==> src/hdl/isotp_pkg.sv <==
// Shared types and constants of the ISO-TP frame reassembler.
`default_nettype none

package isotp_pkg;

    localparam int MAX_MESSAGE = 4095;
    localparam logic [15:0] TIMEOUT_RESET = 16'd1000;
    localparam logic [3:0] FULL_FRAME = 4'd8;
    localparam logic [2:0] FF_CHUNK = 3'd6;
    localparam int S_TDATA_W = 88;
    localparam int M_TDATA_W = 56;
    localparam int PADDR_W = 3;

    // Register byte addresses
    localparam logic [PADDR_W-1:0] ADDR_TIMEOUT = 3'd0;

    // PCI nibble codes
    localparam logic [3:0] PCI_SF = 4'h0;
    localparam logic [3:0] PCI_FF = 4'h1;
    localparam logic [3:0] PCI_CF = 4'h2;
    localparam logic [3:0] PCI_FC = 4'h3;

    typedef enum logic [2:0] {
        ST_OK       = 3'd0,
        ST_COMPLETE = 3'd1,
        ST_BAD_PCI  = 3'd2,
        ST_OVERFLOW = 3'd3,
        ST_BAD_SEQ  = 3'd4,
        ST_NO_FF    = 3'd5
    } status_t;

    // One input's worth of work for the emitter
    typedef struct packed {
        logic [6:0][7:0] bytes;   // already aligned: bytes[0] is the first message byte
        logic [2:0]      count;
        logic [11:0]     base;
        status_t         status;
        logic            fc;
        logic            to;
        logic [7:0]      snd;
        logic [7:0]      tag;
        logic [11:0]     total;
    } job_t;

    typedef struct packed {
        logic full;
        logic empty;
    } q_status_t;

    typedef struct packed {
        logic        is_byte;
        logic [7:0]  out_byte;
        logic [11:0] out_offset;
        status_t     status;
        logic        fc;
        logic        to;
        logic [7:0]  snd;
        logic [7:0]  tag;
        logic [11:0] total;
        logic        last;
    } item_t;

endpackage

`default_nettype wire

==> src/hdl/isotp_front.sv <==
// Front end: accepts frames and ticks, tracks reassembly state, issues jobs.
`default_nettype none

module isotp_front (
    input  wire logic                              clk,
    input  wire logic                              rst_n,
    input  wire logic                              s_tvalid,
    output logic                                   s_tready,
    input  wire logic [isotp_pkg::S_TDATA_W-1:0]   s_tdata,
    input  wire logic                              s_tuser,
    input  wire logic [15:0]                       timeout_ticks,
    input  wire isotp_pkg::q_status_t              q_stat,
    output logic                                   q_push,
    output isotp_pkg::job_t                        q_job
);
    import isotp_pkg::*;

    logic        waiting_reg, waiting_next;
    logic [7:0]  peer_reg, peer_next;
    logic [7:0]  tag_reg, tag_next;
    logic [11:0] total_reg, total_next;
    logic [11:0] rcvd_reg, rcvd_next;
    logic [3:0]  seq_reg, seq_next;
    logic [15:0] ticks_reg, ticks_next;

    logic [7:0]      in_tag, in_sender;
    logic [3:0]      in_len_raw, len;
    logic [7:0][7:0] b;
    logic [3:0]      pci, low;
    logic [11:0]     ff_total, rem, new_rcvd;
    logic [3:0]      avail;
    logic [2:0]      take;
    logic [15:0]     lim, ticks_inc;
    logic            accept;

    assign in_tag     = s_tdata[7:0];
    assign in_sender  = s_tdata[15:8];
    assign in_len_raw = s_tdata[19:16];
    assign b          = s_tdata[83:20];

    assign len      = (in_len_raw > FULL_FRAME) ? FULL_FRAME : in_len_raw;
    assign pci      = b[0][7:4];
    assign low      = b[0][3:0];
    assign ff_total = {low, b[1]};
    assign rem      = (total_reg > rcvd_reg) ? (total_reg - rcvd_reg) : 12'd0;
    assign avail    = len - 4'd1;
    assign take     = (rem < {8'd0, avail}) ? rem[2:0] : avail[2:0];
    assign new_rcvd = rcvd_reg + {9'd0, take};
    assign lim      = (timeout_ticks == 16'd0) ? 16'd1 : timeout_ticks;
    assign ticks_inc = (ticks_reg == 16'hFFFF) ? ticks_reg : ticks_reg + 16'd1;

    assign s_tready = !q_stat.full;
    assign accept   = s_tvalid && s_tready;
    assign q_push   = accept;

    always_comb
    begin
        waiting_next = waiting_reg;
        peer_next    = peer_reg;
        tag_next     = tag_reg;
        total_next   = total_reg;
        rcvd_next    = rcvd_reg;
        seq_next     = seq_reg;
        ticks_next   = ticks_reg;

        q_job        = '0;
        q_job.status = ST_OK;

        if (s_tuser)
        begin
            if (waiting_reg)
            begin
                if (ticks_inc >= lim)
                begin
                    // abandon: everything back to reset values
                    waiting_next = 1'b0;
                    peer_next    = '0;
                    tag_next     = '0;
                    total_next   = '0;
                    rcvd_next    = '0;
                    seq_next     = '0;
                    ticks_next   = '0;
                    q_job.to     = 1'b1;
                    q_job.snd    = peer_reg;
                end
                else
                begin
                    ticks_next = ticks_inc;
                end
            end
        end
        else if (len == 4'd0)
        begin
            q_job.status = ST_BAD_PCI;
        end
        else
        begin
            case (pci)
                PCI_SF:
                begin
                    if (low == 4'd0 || low > 4'd7 || low >= len)
                    begin
                        q_job.status = ST_BAD_PCI;
                    end
                    else
                    begin
                        waiting_next = 1'b0;
                        peer_next    = in_sender;
                        tag_next     = in_tag;
                        total_next   = {8'd0, low};
                        rcvd_next    = {8'd0, low};
                        seq_next     = '0;
                        ticks_next   = '0;
                        q_job.bytes  = b[7:1];
                        q_job.count  = low[2:0];
                        q_job.status = ST_COMPLETE;
                    end
                end
                PCI_FF:
                begin
                    if (len < FULL_FRAME || ff_total == 12'd0)
                    begin
                        q_job.status = ST_BAD_PCI;
                    end
                    else if (32'(ff_total) > MAX_MESSAGE)
                    begin
                        q_job.status = ST_OVERFLOW;
                    end
                    else
                    begin
                        peer_next   = in_sender;
                        tag_next    = in_tag;
                        total_next  = ff_total;
                        seq_next    = 4'd1;
                        ticks_next  = '0;
                        q_job.bytes = {b[0], b[7:2]};
                        q_job.fc    = 1'b1;
                        if (ff_total <= {9'd0, FF_CHUNK})
                        begin
                            // whole message fits in the first frame
                            waiting_next = 1'b0;
                            rcvd_next    = ff_total;
                            q_job.count  = ff_total[2:0];
                            q_job.status = ST_COMPLETE;
                        end
                        else
                        begin
                            waiting_next = 1'b1;
                            rcvd_next    = {9'd0, FF_CHUNK};
                            q_job.count  = FF_CHUNK;
                        end
                    end
                end
                PCI_CF:
                begin
                    if (!waiting_reg)
                    begin
                        q_job.status = ST_NO_FF;
                    end
                    else if (low != seq_reg)
                    begin
                        q_job.status = ST_BAD_SEQ;
                    end
                    else
                    begin
                        q_job.bytes = b[7:1];
                        q_job.count = take;
                        q_job.base  = rcvd_reg;
                        rcvd_next   = new_rcvd;
                        seq_next    = seq_reg + 4'd1;
                        ticks_next  = '0;
                        if (new_rcvd >= total_reg)
                        begin
                            waiting_next = 1'b0;
                            q_job.status = ST_COMPLETE;
                        end
                    end
                end
                PCI_FC:
                begin
                    q_job.status = ST_OK;
                end
                default:
                begin
                    q_job.status = ST_BAD_PCI;
                end
            endcase
        end

        // tag and total reported are those left after this transaction
        q_job.tag   = tag_next;
        q_job.total = total_next;
    end

    always_ff @(posedge clk or negedge rst_n)
    begin
        if (!rst_n)
        begin
            waiting_reg <= 1'b0;
            peer_reg    <= '0;
            tag_reg     <= '0;
            total_reg   <= '0;
            rcvd_reg    <= '0;
            seq_reg     <= '0;
            ticks_reg   <= '0;
        end
        else if (accept)
        begin
            waiting_reg <= waiting_next;
            peer_reg    <= peer_next;
            tag_reg     <= tag_next;
            total_reg   <= total_next;
            rcvd_reg    <= rcvd_next;
            seq_reg     <= seq_next;
            ticks_reg   <= ticks_next;
        end
    end

endmodule

`default_nettype wire

==> src/hdl/isotp_queue.sv <==
// Two-entry job queue between front end and emitter.
`default_nettype none

module isotp_queue (
    input  wire logic                  clk,
    input  wire logic                  rst_n,
    input  wire logic                  push,
    input  wire isotp_pkg::job_t       wdata,
    input  wire logic                  pop,
    output isotp_pkg::job_t            rdata,
    output isotp_pkg::q_status_t       stat
);
    import isotp_pkg::*;

    job_t       entry_reg [2];
    logic       wr_ptr_reg, rd_ptr_reg;
    logic [1:0] count_reg;
    logic       do_push, do_pop;

    assign stat.full  = (count_reg == 2'd2);
    assign stat.empty = (count_reg == 2'd0);
    assign do_push    = push && !stat.full;
    assign do_pop     = pop && !stat.empty;
    assign rdata      = entry_reg[rd_ptr_reg];

    always_ff @(posedge clk)
    begin
        if (do_push)
        begin
            entry_reg[wr_ptr_reg] <= wdata;
        end
    end

    always_ff @(posedge clk or negedge rst_n)
    begin
        if (!rst_n)
        begin
            wr_ptr_reg <= 1'b0;
            rd_ptr_reg <= 1'b0;
            count_reg  <= 2'd0;
        end
        else
        begin
            if (do_push)
            begin
                wr_ptr_reg <= !wr_ptr_reg;
            end
            if (do_pop)
            begin
                rd_ptr_reg <= !rd_ptr_reg;
            end
            case ({do_push, do_pop})
                2'b10:   count_reg <= count_reg + 2'd1;
                2'b01:   count_reg <= count_reg - 2'd1;
                default: count_reg <= count_reg;
            endcase
        end
    end

endmodule

`default_nettype wire

==> src/hdl/isotp_back.sv <==
// Emitter: turns each job into byte items and a closing status item.
`default_nettype none

module isotp_back (
    input  wire logic                  clk,
    input  wire logic                  rst_n,
    input  wire isotp_pkg::job_t       q_job,
    input  wire isotp_pkg::q_status_t  q_stat,
    output logic                       q_pop,
    output logic                       out_valid,
    input  wire logic                  out_ready,
    output isotp_pkg::item_t           out_item
);
    import isotp_pkg::*;

    job_t       cur_reg;
    logic       cur_valid_reg;
    logic [2:0] idx_reg;
    item_t      out_reg;
    logic       out_valid_reg;

    item_t      item;
    logic       out_load, advance, done;

    always_comb
    begin
        item       = '0;
        item.tag   = cur_reg.tag;
        item.total = cur_reg.total;
        if (idx_reg < cur_reg.count)
        begin
            item.is_byte    = 1'b1;
            item.out_byte   = cur_reg.bytes[idx_reg];
            item.out_offset = cur_reg.base + {9'd0, idx_reg};
            item.status     = ST_OK;
        end
        else
        begin
            item.status = cur_reg.status;
            item.fc     = cur_reg.fc;
            item.to     = cur_reg.to;
            item.snd    = cur_reg.snd;
            item.last   = 1'b1;
        end
    end

    assign out_load  = !out_valid_reg || out_ready;
    assign advance   = cur_valid_reg && out_load;
    assign done      = advance && (idx_reg == cur_reg.count);
    assign q_pop     = !q_stat.empty && (!cur_valid_reg || done);
    assign out_valid = out_valid_reg;
    assign out_item  = out_reg;

    always_ff @(posedge clk)
    begin
        if (q_pop)
        begin
            cur_reg <= q_job;
        end
        if (advance)
        begin
            out_reg <= item;
        end
    end

    always_ff @(posedge clk or negedge rst_n)
    begin
        if (!rst_n)
        begin
            cur_valid_reg <= 1'b0;
            idx_reg       <= '0;
            out_valid_reg <= 1'b0;
        end
        else
        begin
            if (q_pop)
            begin
                cur_valid_reg <= 1'b1;
                idx_reg       <= '0;
            end
            else if (done)
            begin
                cur_valid_reg <= 1'b0;
            end
            else if (advance)
            begin
                idx_reg <= idx_reg + 3'd1;
            end

            if (advance)
            begin
                out_valid_reg <= 1'b1;
            end
            else if (out_ready)
            begin
                out_valid_reg <= 1'b0;
            end
        end
    end

endmodule

`default_nettype wire

==> src/hdl/isotp_frame_reassembler.sv <==
// Top level of the ISO-TP frame reassembler.
// Usage:
//   Slave stream carries one CAN frame payload or one time tick per transaction
//   (s_tuser high = tick). The front end classifies it and updates the
//   reassembly state in the cycle it is accepted, then queues a job.
//   The emitter turns each job into up to seven byte items (with offsets) and
//   one status item, which carries m_tlast. The message buffer is external.
//   Jobs pass the queue, the emitter's job register and the output register.
//   Each input gives N+1 results, N = bytes taken from the frame (0 to 7); one
//   result per cycle leaves the output register while m_tready is high and a
//   job is in hand. The two-entry job queue lets the front end take new frames
//   while the emitter works or the receiver stalls; s_tready drops when full.
//   Register timeout_ticks at byte address 0 over the APB port, reset 1000.
//   Reset clears the reassembly state, the queue and the output valid flag.
`default_nettype none

module isotp_frame_reassembler (
    input  wire logic                               clk,
    input  wire logic                               rst_n,
    // APB configuration
    input  wire logic                               psel,
    input  wire logic                               penable,
    input  wire logic                               pwrite,
    input  wire logic [isotp_pkg::PADDR_W-1:0]      paddr,
    input  wire logic [31:0]                        pwdata,
    output logic [31:0]                             prdata,
    output logic                                    pready,
    // frame_tag, sender_id, frame_len, b0 .. b7, zero pad
    input  wire logic                               s_tvalid,
    output logic                                    s_tready,
    input  wire logic [isotp_pkg::S_TDATA_W-1:0]    s_tdata,
    // cmd
    input  wire logic                               s_tuser,
    output logic                                    m_tvalid,
    input  wire logic                               m_tready,
    // out_byte, out_offset, status, flow_control_due, timed_out,
    // timeout_sender, msg_tag, msg_total, zero pad
    output logic [isotp_pkg::M_TDATA_W-1:0]         m_tdata,
    // is_byte
    output logic                                    m_tuser,
    output logic                                    m_tlast
);
    import isotp_pkg::*;

    logic [15:0] timeout_reg;
    logic        q_push, q_pop;
    job_t        push_job, head_job;
    q_status_t   q_stat;
    item_t       item;
    logic        addr_hit;

    // word decode: byte lanes within a register are ignored
    assign addr_hit = (paddr[PADDR_W-1:2] == ADDR_TIMEOUT[PADDR_W-1:2]);

    assign pready = 1'b1;
    assign prdata = addr_hit ? {16'd0, timeout_reg} : 32'd0;

    always_ff @(posedge clk or negedge rst_n)
    begin
        if (!rst_n)
        begin
            timeout_reg <= TIMEOUT_RESET;
        end
        else if (psel && penable && pwrite && pready && addr_hit)
        begin
            timeout_reg <= pwdata[15:0];
        end
    end

    isotp_front u_front (
        .clk           (clk),
        .rst_n         (rst_n),
        .s_tvalid      (s_tvalid),
        .s_tready      (s_tready),
        .s_tdata       (s_tdata),
        .s_tuser       (s_tuser),
        .timeout_ticks (timeout_reg),
        .q_stat        (q_stat),
        .q_push        (q_push),
        .q_job         (push_job)
    );

    isotp_queue u_queue (
        .clk   (clk),
        .rst_n (rst_n),
        .push  (q_push),
        .wdata (push_job),
        .pop   (q_pop),
        .rdata (head_job),
        .stat  (q_stat)
    );

    isotp_back u_back (
        .clk       (clk),
        .rst_n     (rst_n),
        .q_job     (head_job),
        .q_stat    (q_stat),
        .q_pop     (q_pop),
        .out_valid (m_tvalid),
        .out_ready (m_tready),
        .out_item  (item)
    );

    assign m_tdata = {3'd0, item.total, item.tag, item.snd, item.to, item.fc,
                      item.status, item.out_offset, item.out_byte};
    assign m_tuser = item.is_byte;
    assign m_tlast = item.last;

endmodule

`default_nettype wire

==> config.mk <==
export PLATFORM = sky130hd
export DESIGN_NAME = isotp_frame_reassembler
export DESIGN_NICKNAME = d
export VERILOG_FILES = /design/src/hdl/isotp_pkg.sv /design/src/hdl/isotp_front.sv /design/src/hdl/isotp_queue.sv /design/src/hdl/isotp_back.sv /design/src/hdl/isotp_frame_reassembler.sv
export SDC_FILE = /design/constraint.sdc
export NUM_CORES = 1
export LEC_CHECK = 0
export ABC_AREA = 1
export BUFFER_PORTS_ARGS = -buffer_cell sky130_fd_sc_hd__buf_2
export CORE_MARGIN = 3
export CORE_UTILIZATION = 60
export CTS_CLUSTER_DIAMETER = 120
export DETAILED_ROUTE_END_ITERATION = 12
export HOLD_SLACK_MARGIN = 0.02
export PLACE_DENSITY = 0.81
export SYNTH_ARGS = -nofsm -noshare
export SYNTH_HDL_FRONTEND = slang
export SYNTH_HIERARCHICAL = 1
export SYNTH_SLANG_ARGS = --single-unit
==> constraint.sdc <==
create_clock -name clk -period 7.45 [get_ports clk]
set_input_delay 0.3725 -clock clk [delete_from_list [all_inputs] [get_ports clk]]
set_output_delay 0.3725 -clock clk [all_outputs]
set_load 0.05 [all_outputs]
==> impl_metrics.toml <==
[status]
status = "finished clean"

[job]
drv_cap = 0

[logic_synthesis]
synth_ff_type = "edfxtp_1"
yosys_warnings = 6
synth.avg_cell_area_um2 = 9.33
synth_edf_count = 367
ys_types = 52
synth.area.top_cells = "edfxtp_1 (50%), nand2_1 (13%), dfrtp_1 (9.0%)"
synth_top_area_share_pct = 49.5
postSynthRegisterBits = 453
seq_area_frac_synth_pct = 59.2
async_flop_share_pct = 19.0
netlist.top_cell.by_area = "edfxtp_1"
synth_cells = 2386
netlist_area_um2 = 22300

[pwr]
ir_worst_vdd_mv = 0.191
p_total_w = 0.0104
p_per_area_nw_per_um2 = 420
p_leak_nw = 11.5

[worst_setup_path]
crit_path_top_delay_cell = "nor4_1"
critPathMaxFanout = 7
startpoint_type = "flip-flop"
slowest_delay_ns = 0.49
cp_data_required_time_ns = 7.73
worstPathArrival_ns = 6.58
cpMostUsedCell = "nand2_1"
end_kind = "flip-flop"
critPathKind = "flip-flop to flip-flop"

[routing]
via_per_inst = 5.54
drt_first_pass_iters = 6
drc = 0
route.met3.wl_mm = 4.76
met1_length_mm = 21.8
dr_wl_met2_mm = 24.9
drt-initial-drc-count = 1625
vias = 16900
routedWlPerCell_um = 17.5
postRouteAntennaNets = 0
top_layer_used = "met5"
wl_mm = 53.2

[final_layout]
nets = 2743
final_cell_mix = "nand2_1 (756), edfxtp_1 (367), inv_1 (339), nor2_1 (194), buf_2 (180)"
seqCellArea_um2 = 13200
syn_to_final_growth_pct = 11.5
multi_input_area_um2 = 7170
layout_commonest_cell = "nand2_1"
drive_above_1_share_pct = 12.0
n_fill_cell = 2671
largest_register_ffs = 208
final_util_pct = 68.8

[sta]
rsz0062_at_grt = "no"
setup_violations = 0
post-route-min-period_ns = 6.30
tns_ns = 0
final_hold_viol_count = 0
tightest_slew_ns = 1.15
period_share_pct = 84.5
slew_headroom_pct = 23.1
final.setup_skew_ns = 0.0141
drv_slew = 0
fmax_mhz = 159

[clocking]
clkLatencyLatePin_ns = 0.56
htree_num_levels = 2
cts_root_buffer = "clkbuf_16"
hold_buffers = 5
cts_resized = 0
cts_setup_buffers = 0
cts_buffer_depth = 3
tritoncts = "built"
cts.sinks = 453
cts_buffers = 45
clkSlewWorstSetupHoldPaths_ns = 0.06

[placement]
dp.final_hpwl_mm = 36.2
place_congestion = 0.920
numPortBuffers = 181

[global_route]
overflow = 0
first_global_vias = 16200
antenna_found_initial = 4
grt_pass1_wl_mm = 82.6
track_usage_pct = 26.6
grt_max_degree = 98

[floorplanning]
die_h_um = 199
start_util_pct = 61.7
dieArea_um2 = 39400
core_um2 = 36100
num_rows = 69
ios = 224
die_w_um = 199

[hold_path]
worst_hold_path_type = "primary input to flip-flop"
routing by layer:
| layer | vias up | GRT usage [%] |
|---|---|---|
| met1 | 7921 | 36.9 |
| met5 | - | 0 |
| met2 | 793 | 43.0 |
| met3 | 108 | 4.51 |
| li1 | 8036 | - |
| met4 | 6 | 9.34 |
kinds of logic (layout without fill, tap and decap cells):
logic type,Yosys count,count (layout),synth area share [%]
AND/OR/NAND/NOR,1169,1169,21.6
XOR/XNOR,29,29,1.14
adder cells (fa/ha/maj),65,65,3.75
flip-flops,453,453,59.2
AO/OA/AOI/OAI,211,211,5.32
buffers and inverters,457,637,8.94
other,2,21,0.0337
cell usage after synthesis, drive strengths merged, types with 21 or more instances:
cell      n
clkbuf   21
inv     352
nand2   764
nand4    27
o22ai    51
buf      83
nor2    203
a21oi    44
nand3   135
xor2     27
edfxtp  367
o21ai    90
ha       62
dfrtp    80
nor3     26
power breakdown:
part | internal [W] | switching [W]
Sequential | 0.00384 | 0.000329
Combinational | 0.00108 | 0.00294
Clock | 0.00130 | 0.000935
Total | 0.00622 | 0.00420
per-stage QoR:
step	worst slack [ns]	std cells	hold slack, ns	cell area [um^2]
6_report	1.15	3046	0.0388	24800
5_1_grt	0.515	3046	0.0488	24800
4_1_cts	1.22	3045	0.0223	24800
3_5_place_dp	1.23	2956	0.261	23300
3_3_place_gp	1.41	2956	0.259	23300
2_1_floorplan	0.920	2404	0.0769	22300
final cells by class:
| class | instances | share of cell area, % |
|---|---|---|
| antenna | 1 | 0.0101 |
| clock buffer | 59 | 4.91 |
| clock inverter | 25 | 1.01 |
| inverter | 353 | 5.37 |
| multi-input combinational | 1494 | 28.9 |
| sequential | 453 | 53.1 |
| tap | 461 | 2.32 |
| timing repair buffer | 200 | 4.34 |
worst paths after layout:
| kind | from | to | slack (ns) | cells past startpoint |
|---|---|---|---|---|
| max | u_front/total_reg[0]$_DFFE_PN0P_ | u_queue/entry_reg[1][30]$_DFFE_PP_ | 1.15 | 34 |
| min | pwdata[5] | timeout_reg[5]$_DFFE_PN1P_ | 0.04 | 3 |
| max reg2reg | u_front/total_reg[0]$_DFFE_PN0P_ | u_queue/entry_reg[1][30]$_DFFE_PP_ | 1.15 | 34 |
| min reg2reg | u_back/cur_reg[1]$_DFFE_PP_ | u_back/out_item[2]$_DFFE_PP_ | 0.42 | 0 |
| max in group asynchronous | rst_n | u_queue/rd_ptr_reg$_DFFE_PN0P_ | 5.91 | 3 |
| min in group asynchronous | rst_n | timeout_reg[2]$_DFFE_PN0P_ | 0.22 | 2 |
worst max-delay path, delay by kind of cell, from the launching register on:
family          cells  cell delay (ns)
flops               1             0.40
xor+xnor            1             0.24
buf+inv             4             0.32
fa+ha+maj           6             1.69
compound gates      3             0.68
simple gates       20             2.69
Power figures use the tool's default switching activity.
